--- src/design/catch_handler_list_decoder_assert.svh ---
// Assertion macros used by the decoder core module (chld_core).
// Each macro expects clk and rst to be visible where it is used.
`ifndef CATCH_HANDLER_LIST_DECODER_ASSERT_SVH
`define CATCH_HANDLER_LIST_DECODER_ASSERT_SVH

// Same-cycle implication.
`define CHLD_ASSERT_NOW(label, ante, cons) \
  label: assert property (@(posedge clk) disable iff (rst) (ante) |-> (cons)) \
    else $error("catch handler decoder: same-cycle check failed");

// Next-cycle implication.
`define CHLD_ASSERT_NEXT(label, ante, cons) \
  label: assert property (@(posedge clk) disable iff (rst) (ante) |=> (cons)) \
    else $error("catch handler decoder: next-cycle check failed");

`endif

--- src/design/chld_pkg.sv ---
package chld_pkg;

  // Longest LEB128 value accepted, in bytes
  localparam int unsigned LEB_MAX_BYTES = 5;
  localparam int unsigned CNT_W = $clog2(LEB_MAX_BYTES);

  localparam logic [31:0] ALL_ONES = 32'hFFFF_FFFF;

  // Decoder phase, one-hot
  typedef enum logic [3:0] {
    PH_IDLE  = 4'b0001,
    PH_COUNT = 4'b0010,
    PH_TYPE  = 4'b0100,
    PH_ADDR  = 4'b1000
  } phase_t;

  // Status codes
  localparam logic ST_OK        = 1'b0;
  localparam logic ST_MALFORMED = 1'b1;

  // Outcome of adding one byte to a LEB128 value
  typedef struct packed {
    logic [31:0]      acc;
    logic [CNT_W-1:0] cnt;
    logic             done;
    logic             overlong;
    logic [31:0]      sval;
  } leb_res_t;

  // One emitted handler
  typedef struct packed {
    logic [31:0] type_index;
    logic [31:0] handler_address;
    logic        is_catch_all;
    logic        last;
    logic        status;
  } res_t;

endpackage

--- src/design/chld_leb.sv ---
module chld_leb (
  input  logic [31:0]                 acc,
  input  logic [chld_pkg::CNT_W-1:0] cnt,
  input  logic [7:0]                  data,
  output chld_pkg::leb_res_t          leb
);

  logic [5:0]  sh;
  logic [5:0]  bits;
  logic [38:0] shifted;
  logic [31:0] acc_new;
  logic [chld_pkg::CNT_W-1:0] cnt_inc;

  // Place the 7-bit group at 7 times the byte position
  assign sh      = 6'(cnt) * 6'd7;
  assign bits    = sh + 6'd7;
  assign shifted = 39'(data[6:0]) << sh;
  assign acc_new = acc | shifted[31:0];
  assign cnt_inc = cnt + {{(chld_pkg::CNT_W-1){1'b0}}, 1'b1};

  always_comb begin
    leb.acc      = acc_new;
    leb.cnt      = cnt_inc;
    leb.done     = ~data[7];
    leb.overlong = data[7] && (32'(cnt_inc) >= chld_pkg::LEB_MAX_BYTES);
    // Sign extension from bit 6 of the final byte
    if (bits < 6'd32 && data[6]) begin
      leb.sval = acc_new | (chld_pkg::ALL_ONES << bits);
    end else begin
      leb.sval = acc_new;
    end
  end

endmodule

--- src/design/chld_core.sv ---
`include "catch_handler_list_decoder_assert.svh"

module chld_core (
  input  logic             clk,
  input  logic             rst,
  input  logic             step,
  input  logic             start_req,
  input  logic [7:0]       data_byte,
  output logic             res_valid,
  output chld_pkg::res_t   res
);

  chld_pkg::phase_t phase, phase_next, eff_phase;
  logic [31:0] acc, acc_next, eff_acc;
  logic [chld_pkg::CNT_W-1:0] cnt, cnt_next, eff_cnt;
  logic [31:0] pairs, pairs_next, eff_pairs, pairs_dec;
  logic catch_all, catch_all_next, eff_catch;
  logic [31:0] pending, pending_next, eff_pending;
  logic [31:0] cnt_val;
  chld_pkg::leb_res_t leb;

  // A start byte begins from a fresh list
  always_comb begin
    eff_phase   = start_req ? chld_pkg::PH_COUNT : phase;
    eff_acc     = start_req ? '0 : acc;
    eff_cnt     = start_req ? '0 : cnt;
    eff_pairs   = start_req ? '0 : pairs;
    eff_catch   = start_req ? 1'b0 : catch_all;
    eff_pending = start_req ? '0 : pending;
  end

  chld_leb u_leb (
    .acc  (eff_acc),
    .cnt  (eff_cnt),
    .data (data_byte),
    .leb  (leb)
  );

  assign cnt_val   = leb.sval;
  assign pairs_dec = eff_pairs - 32'd1;

  // Phase machine and result formation
  always_comb begin
    phase_next     = eff_phase;
    acc_next       = eff_acc;
    cnt_next       = eff_cnt;
    pairs_next     = eff_pairs;
    catch_all_next = eff_catch;
    pending_next   = eff_pending;
    res_valid      = 1'b0;
    res            = '0;
    if (step && eff_phase != chld_pkg::PH_IDLE) begin
      if (leb.overlong) begin
        phase_next     = chld_pkg::PH_IDLE;
        acc_next       = '0;
        cnt_next       = '0;
        pairs_next     = '0;
        catch_all_next = 1'b0;
        res_valid      = 1'b1;
        res.last       = 1'b1;
        res.status     = chld_pkg::ST_MALFORMED;
      end else if (!leb.done) begin
        acc_next = leb.acc;
        cnt_next = leb.cnt;
      end else begin
        acc_next = '0;
        cnt_next = '0;
        case (eff_phase)
          chld_pkg::PH_COUNT: begin
            // zero or negative count: catch-everything list
            if (cnt_val == 32'd0 || cnt_val[31]) begin
              catch_all_next = 1'b1;
              pairs_next     = 32'd0 - cnt_val;
            end else begin
              catch_all_next = 1'b0;
              pairs_next     = cnt_val;
            end
            if (pairs_next != 32'd0) begin
              phase_next = chld_pkg::PH_TYPE;
            end else begin
              pending_next = chld_pkg::ALL_ONES;
              phase_next   = chld_pkg::PH_ADDR;
            end
          end
          chld_pkg::PH_TYPE: begin
            pending_next = leb.acc;
            phase_next   = chld_pkg::PH_ADDR;
          end
          chld_pkg::PH_ADDR: begin
            res_valid           = 1'b1;
            res.handler_address = leb.acc;
            res.status          = chld_pkg::ST_OK;
            if (eff_pairs != 32'd0) begin
              pairs_next     = pairs_dec;
              res.type_index = eff_pending;
              if (pairs_dec != 32'd0) begin
                phase_next = chld_pkg::PH_TYPE;
              end else if (eff_catch) begin
                phase_next   = chld_pkg::PH_ADDR;
                pending_next = chld_pkg::ALL_ONES;
              end else begin
                phase_next = chld_pkg::PH_IDLE;
                res.last   = 1'b1;
              end
            end else begin
              catch_all_next   = 1'b0;
              phase_next       = chld_pkg::PH_IDLE;
              res.type_index   = chld_pkg::ALL_ONES;
              res.is_catch_all = 1'b1;
              res.last         = 1'b1;
            end
          end
          default: begin
            phase_next = chld_pkg::PH_IDLE;
          end
        endcase
      end
    end
  end

  // State registers, updated once per transaction
  always_ff @(posedge clk) begin
    if (rst) begin
      phase     <= chld_pkg::PH_IDLE;
      acc       <= '0;
      cnt       <= '0;
      pairs     <= '0;
      catch_all <= 1'b0;
      pending   <= '0;
    end else if (step) begin
      phase     <= phase_next;
      acc       <= acc_next;
      cnt       <= cnt_next;
      pairs     <= pairs_next;
      catch_all <= catch_all_next;
      pending   <= pending_next;
    end
  end

  `CHLD_ASSERT_NOW(a_res_needs_step, res_valid, step)
  `CHLD_ASSERT_NOW(a_bad_is_last, res_valid && res.status, res.last && !res.is_catch_all)
  `CHLD_ASSERT_NOW(a_catch_all_entry, res_valid && res.is_catch_all,
                   res.last && res.type_index == chld_pkg::ALL_ONES)
  `CHLD_ASSERT_NEXT(a_idle_holds, step && !start_req && phase == chld_pkg::PH_IDLE,
                    phase == chld_pkg::PH_IDLE)
  `CHLD_ASSERT_NOW(a_cnt_bound, 1'b1, 32'(cnt) < chld_pkg::LEB_MAX_BYTES)

endmodule

--- src/design/catch_handler_list_decoder.sv ---
// Catch handler list decoder.
// Input channel (in_valid / in_stall, start_req, data_byte): one byte of an
// encoded exception handler list per transaction; start_req marks the first
// byte of a list and abandons any list in progress.
// Output channel (out_valid / out_stall): one transaction per completed
// handler with type_index, handler_address, is_catch_all, last and status.
// A malformed (overlong) LEB128 value gives one transaction with status set
// and last set, after which bytes are ignored until the next start.
// Throughput: one byte per cycle when not stalled; each byte passes an input
// register, one phase machine and LEB128 step, then the result register.
// Result: a result is offered once its closing byte has been accepted, at the
// edge where that byte leaves the input register for the result register.
// Stall: while the result register holds an untaken result under out_stall,
// at most one more byte is taken into the input register, then in_stall rises.
// Reset (rst, synchronous): clears both registers' valid flags and returns
// the decoder to idle with an empty accumulator; no handler is pending.
module catch_handler_list_decoder (
  input  logic        clk,
  input  logic        rst,
  input  logic        in_valid,
  output logic        in_stall,
  input  logic        start_req,
  input  logic [7:0]  data_byte,
  output logic        out_valid,
  input  logic        out_stall,
  output logic [31:0] type_index,
  output logic [31:0] handler_address,
  output logic        is_catch_all,
  output logic        last,
  output logic        status
);

  logic           s1_valid;
  logic           s1_start;
  logic [7:0]     s1_byte;
  logic           adv;
  logic           accept;
  logic           res_valid;
  chld_pkg::res_t res;
  chld_pkg::res_t out_res;

  // Advance when the result register is free or being emptied
  assign adv      = s1_valid && (!out_valid || !out_stall);
  assign in_stall = s1_valid && !adv;
  assign accept   = in_valid && !in_stall;

  // Input register
  always_ff @(posedge clk) begin
    if (rst) begin
      s1_valid <= 1'b0;
    end else if (accept) begin
      s1_valid <= 1'b1;
    end else if (adv) begin
      s1_valid <= 1'b0;
    end
  end

  always_ff @(posedge clk) begin
    if (accept) begin
      s1_start <= start_req;
      s1_byte  <= data_byte;
    end
  end

  chld_core u_core (
    .clk       (clk),
    .rst       (rst),
    .step      (adv),
    .start_req (s1_start),
    .data_byte (s1_byte),
    .res_valid (res_valid),
    .res       (res)
  );

  // Result register
  always_ff @(posedge clk) begin
    if (rst) begin
      out_valid <= 1'b0;
    end else if (adv) begin
      out_valid <= res_valid;
    end else if (!out_stall) begin
      out_valid <= 1'b0;
    end
  end

  always_ff @(posedge clk) begin
    if (adv && res_valid) begin
      out_res <= res;
    end
  end

  assign type_index      = out_res.type_index;
  assign handler_address = out_res.handler_address;
  assign is_catch_all    = out_res.is_catch_all;
  assign last            = out_res.last;
  assign status          = out_res.status;

endmodule
--- config.mk ---
export PLATFORM = sky130hd
export DESIGN_NAME = catch_handler_list_decoder
export DESIGN_NICKNAME = d
export VERILOG_FILES = /design/src/design/chld_pkg.sv /design/src/design/chld_leb.sv /design/src/design/chld_core.sv /design/src/design/catch_handler_list_decoder.sv
export VERILOG_INCLUDE_DIRS = /design/src /design/src/design
export SDC_FILE = /design/constraint.sdc
export NUM_CORES = 1
export LEC_CHECK = 0
export BUFFER_PORTS_ARGS = -buffer_cell sky130_fd_sc_hd__buf_2
export CORE_MARGIN = 3
export CORE_UTILIZATION = 40
export CTS_BUF_LIST = sky130_fd_sc_hd__clkbuf_4 sky130_fd_sc_hd__clkbuf_8
export DETAILED_ROUTE_END_ITERATION = 16
export PLACE_DENSITY = 0.68
export SYNTH_ARGS = -nofsm -noshare
export SYNTH_HDL_FRONTEND = slang
export SYNTH_HIERARCHICAL = 1
export SYNTH_SLANG_ARGS = --single-unit
--- constraint.sdc ---
create_clock -name clk -period 9.5 [get_ports clk]
set_input_delay 0.95 -clock clk [delete_from_list [all_inputs] [get_ports clk]]
set_output_delay 0.95 -clock clk [all_outputs]
set_load 0.02 [all_outputs]
==> metrics.md <==
| Metric | Value |
|---|---|
| First DRT Iteration DRCs | 1,748 |
| Post-CTS setup buffer count | 0 |
| Total GRT Usage | 24.4% |
| Final Cycle Share | 83.9% |
| Hold-critical path depth | 2 |
| Main synth FF type | dfxtp_1 |
| Yosys top cell by area | edfxtp_1 |
| Worst Path Required | 9820 ps |
| Max_cap viols | 0 |
| Reg-to-reg slack, setup | 1530 ps |
| Vias in the first global route | 10,100 |
| Hold EP | u_core/pending[28] |
| First-pass GRT wire length | 59.9 mm |
| Buf/Inv on CP | 3 |
| HP Start | u_core/pending[28] |
| Pwr dens | 141 nW/um2 |
| Crit path largest cell delay | 770 ps |
| Clock root cell | clkbuf_8 |
| Largest family of logic cells by synthesized area | compound AO/OA/AOI/OAI gates |
| Post-route antenna net violation count | 0 |
| Syn_area_per_cell | 8.42 um2 |
| Synth Instances | 1,381 |
| Most common cell in the synthesized netlist | a21oi_1 |
| EDFF count, synth | 76 |
| N_diodes | 0 |
| Area of placed instances | 12,300 um2 |
| H-tree Lvls | 4 |
| Asr flop ratio synth | 0% |
| Post-synthesis xor/xnor area fraction | 2.41% |
| Reg2reg end | u_core/pending[6] |
| FF-to-FF path depth | 22 |
| Lkg Pwr | 5.09 nW |
| CP max FO | 19 |
| RSZ-0062 raised after global routing | false |
| CTS tree | done |
| Finish-stage setup viols | 0 |
| Nets | 1,422 |
| Register area | 4400 um2 |
| Die area | 31,200 um2 |
| Row count | 61 |
| Fill cells | 2,791 |
| Hold crit path type | flop to flop |
| Total CTS buffers | 17 |
| Clk buf depth | 2 |
| Syn Nets | 1,410 |
| Clock-pin slew on the worst setup and hold paths | 120 ps |
| DR WL/cell | 21.9 um |
| Count of cell types in the netlist | 90 |
| Top cells by count, synth | a21oi_1, nor2_1, nand2_1, dfxtp_1, clkbuf_1 |
| Post-place setup slack | 1640 ps |
| Worst setup margin | 1530 ps |
| Tmin final | 7970 ps |
| Clock skew after layout | 26.8 ps |
| Final Cell Area | 12,700 um2 |
| # DRC | 0 |
| CTS Hold Bufs | 0 |
| Post-synthesis mux area share | 0.538% |
| Drt total wl | 39.0 mm |
| Startpoint types | flop |
| # port buffers | 81 |
| TritonRoute pass-1 iters | 6 |
| Core area | 28,200 um2 |
| Slew Viols, Final | 0 |
| Max-Slew Margin vs Limit | 30.1% |
| Antenna violations before repair | 0 |
| Setup TNS | 0 ps |
| Critical Path AT | 8290 ps |
| Critical Path Sink Type | flop |
| Register bit total from synthesis | 182 |
| Initial core utilization | 41.2% |
| Adder and majority cell fraction of the synthesized area | 1.79% |
| Pin count of the biggest net entering global routing | 70 |
| GRT overflow | 0 |
| Worst reg2reg startpoint | s1_start |
| Most frequent CP cell | ha_1 |
| Final Hold Vio Count | 0 |
| Clock sink count | 182 |
| Die width | 177 um |
| Post-Syn Area | 11,600 um2 |
| Footprint of the multi-input gates | 6640 um2 |
| IO Count | 82 |
| Run status | complete, no violations |
| CP Class | flop to flop |
| HPWL Detailed | 27.6 mm |
| Via density | 6.30 |
| Top delay family on crit path | simple AND/OR/NAND/NOR gates |
| Vias | 11,200 |
| Worst path cell trace | nor2b_1 -> inv_1 -> ha_1 -> xnor2_1 -> xor2_1 -> ha_1 -> nand3_2 -> and3b_1 -> nor2_4 -> o31ai_1 -> inv_1 -> ha_1 -> or4b_1 -> or3_1 -> o31ai_2 -> o31ai_1 -> xnor2_1 -> nand4bb_1 -> nor4b_4 -> buf_4 -> nor2_2 -> a311oi_1 |
| Least-Margin Pin Slew | 1050 ps |
| Levels on crit path | 22 |
| Synth area leaders | edfxtp_1, dfxtp_1, a21oi_1 |
| Layout Area Growth over Synthesis | 9.51% |
| Simple-gate share of the synthesized area | 24.3% |
| DIE HEIGHT | 177 um |
| Peak supply drop | 83.1 uV |
| Layout cells sized above 1 | 15.1% |
| Final Wtd Congestion | 0.929 |
| Post-CTS Resized | 0 |
| Register area share after synthesis | 37.9% |
| Worst-Skew Late Latency | 500 ps |
| Fmax | 125 MHz |
| CP max-delay cell | nor2_2 |
| Compound-Gate Fraction of Synth Area | 27.6% |
| Yosys warns | 6 |
| Top-area cell type share of the netlist area | 19.6% |
## cell families (layout without fill, tap and decap cells)
kind of cell / after synthesis / after routing
AO/OA/AOI/OAI: 459 / 459
XOR/XNOR: 32 / 32
adder cells (fa/ha/maj): 16 / 16
buffers and inverters: 152 / 177
flip-flops: 182 / 182
multiplexers: 6 / 6
AND/OR/NAND/NOR: 534 / 534
## state kept, by name (all words and copies together) (netlist names)
signal,flops
u_core/acc,32
u_core/catch_all,1
u_core/phase,4
handler_address,32
s1_start,1
is_catch_all,1
type_index,32
u_core/cnt,3
out_valid,1
s1_valid,1
u_core/pairs,32
status,1
last,1
s1_byte,8
u_core/pending,32
## cell type report
type                       count  area share (%)
clock buffer                  17            1.84
tap                          378            3.71
sequential                   182            34.6
timing repair buffer         110            4.91
multi-input combinational   1047            52.1
clock inverter                15            1.84
inverter                      35            1.03
## worst max-delay path by stage
stage                         endpoint  startpoint
floorplan           u_core/pending[11]    s1_start
global placement     u_core/pending[6]    s1_start
detailed placement   u_core/pending[6]    s1_start
CTS                  u_core/pending[6]    s1_start
global route         u_core/pending[6]    s1_start
finish               u_core/pending[6]    s1_start
## worst min-delay path: cells and delay by family, from the launching register on
family           cells  cell delay, ps
AND/OR/NAND/NOR      1              80
flip-flops           1             330
AO/OA/AOI/OAI        1              60
## power breakdown
group	internal (mW)	total, mW	switching, mW
clock network	0.225	0.605	0.380
logic	0.111	0.356	0.246
registers	0.820	0.834	0.0143
## cell usage in the layout, fill, tap and decap left out, types with 7 or more instances in the layout
| cell type | count |
|---|---|
| a22oi_1 | 74 |
| nor3_1 | 42 |
| o211ai_1 | 8 |
| o21bai_1 | 14 |
| edfxtp_1 | 76 |
| xor2_1 | 16 |
| nor4_1 | 31 |
| ha_1 | 15 |
| o22ai_1 | 10 |
| nand2_1 | 112 |
| a21oi_1 | 130 |
| a21o_1 | 26 |
| nor2_1 | 127 |
| nor2b_1 | 57 |
| a31oi_1 | 11 |
| o21ai_0 | 43 |
| buf_2 | 80 |
| or4_1 | 11 |
| or3_1 | 28 |
| inv_1 | 35 |
| a211oi_1 | 13 |
| dfxtp_1 | 106 |
| nand3_1 | 16 |
| clkbuf_8 | 17 |
| inv_12 | 7 |
| and3_1 | 36 |
| o31ai_1 | 24 |
| buf_4 | 30 |
| or2_2 | 7 |
| xnor2_1 | 16 |
| o21bai_2 | 10 |
| o31ai_2 | 16 |
| nand4_1 | 17 |
## through the flow
| step | hold WS [ps] | instances | util, % | total power, mW |
|---|---|---|---|---|
| global placement | 467 | 1752 | 43.4 | 1.20 |
| global route | 513 | 1784 | 45.1 | 1.86 |
| CTS | 492 | 1784 | 45.1 | 1.79 |
| floorplan | 451 | 1381 | - | 1.10 |
| detailed placement | 472 | 1752 | 43.4 | 1.20 |
| finish | 494 | 1784 | 45.1 | 1.79 |
## per-layer routing
| layer | part of all wire (%) | GRT usage, % | up-vias |
|---|---|---|---|
| met4 | 2.6 | 7.43 | 0 |
| met2 | 45 | 38.4 | 646 |
| li1 | - | - | 5189 |
| met1 | 43 | 34.5 | 5319 |
| met5 | 0 | 0 | - |
| met3 | 9.8 | 4.02 | 84 |
(Power assumes the default switching activity.)
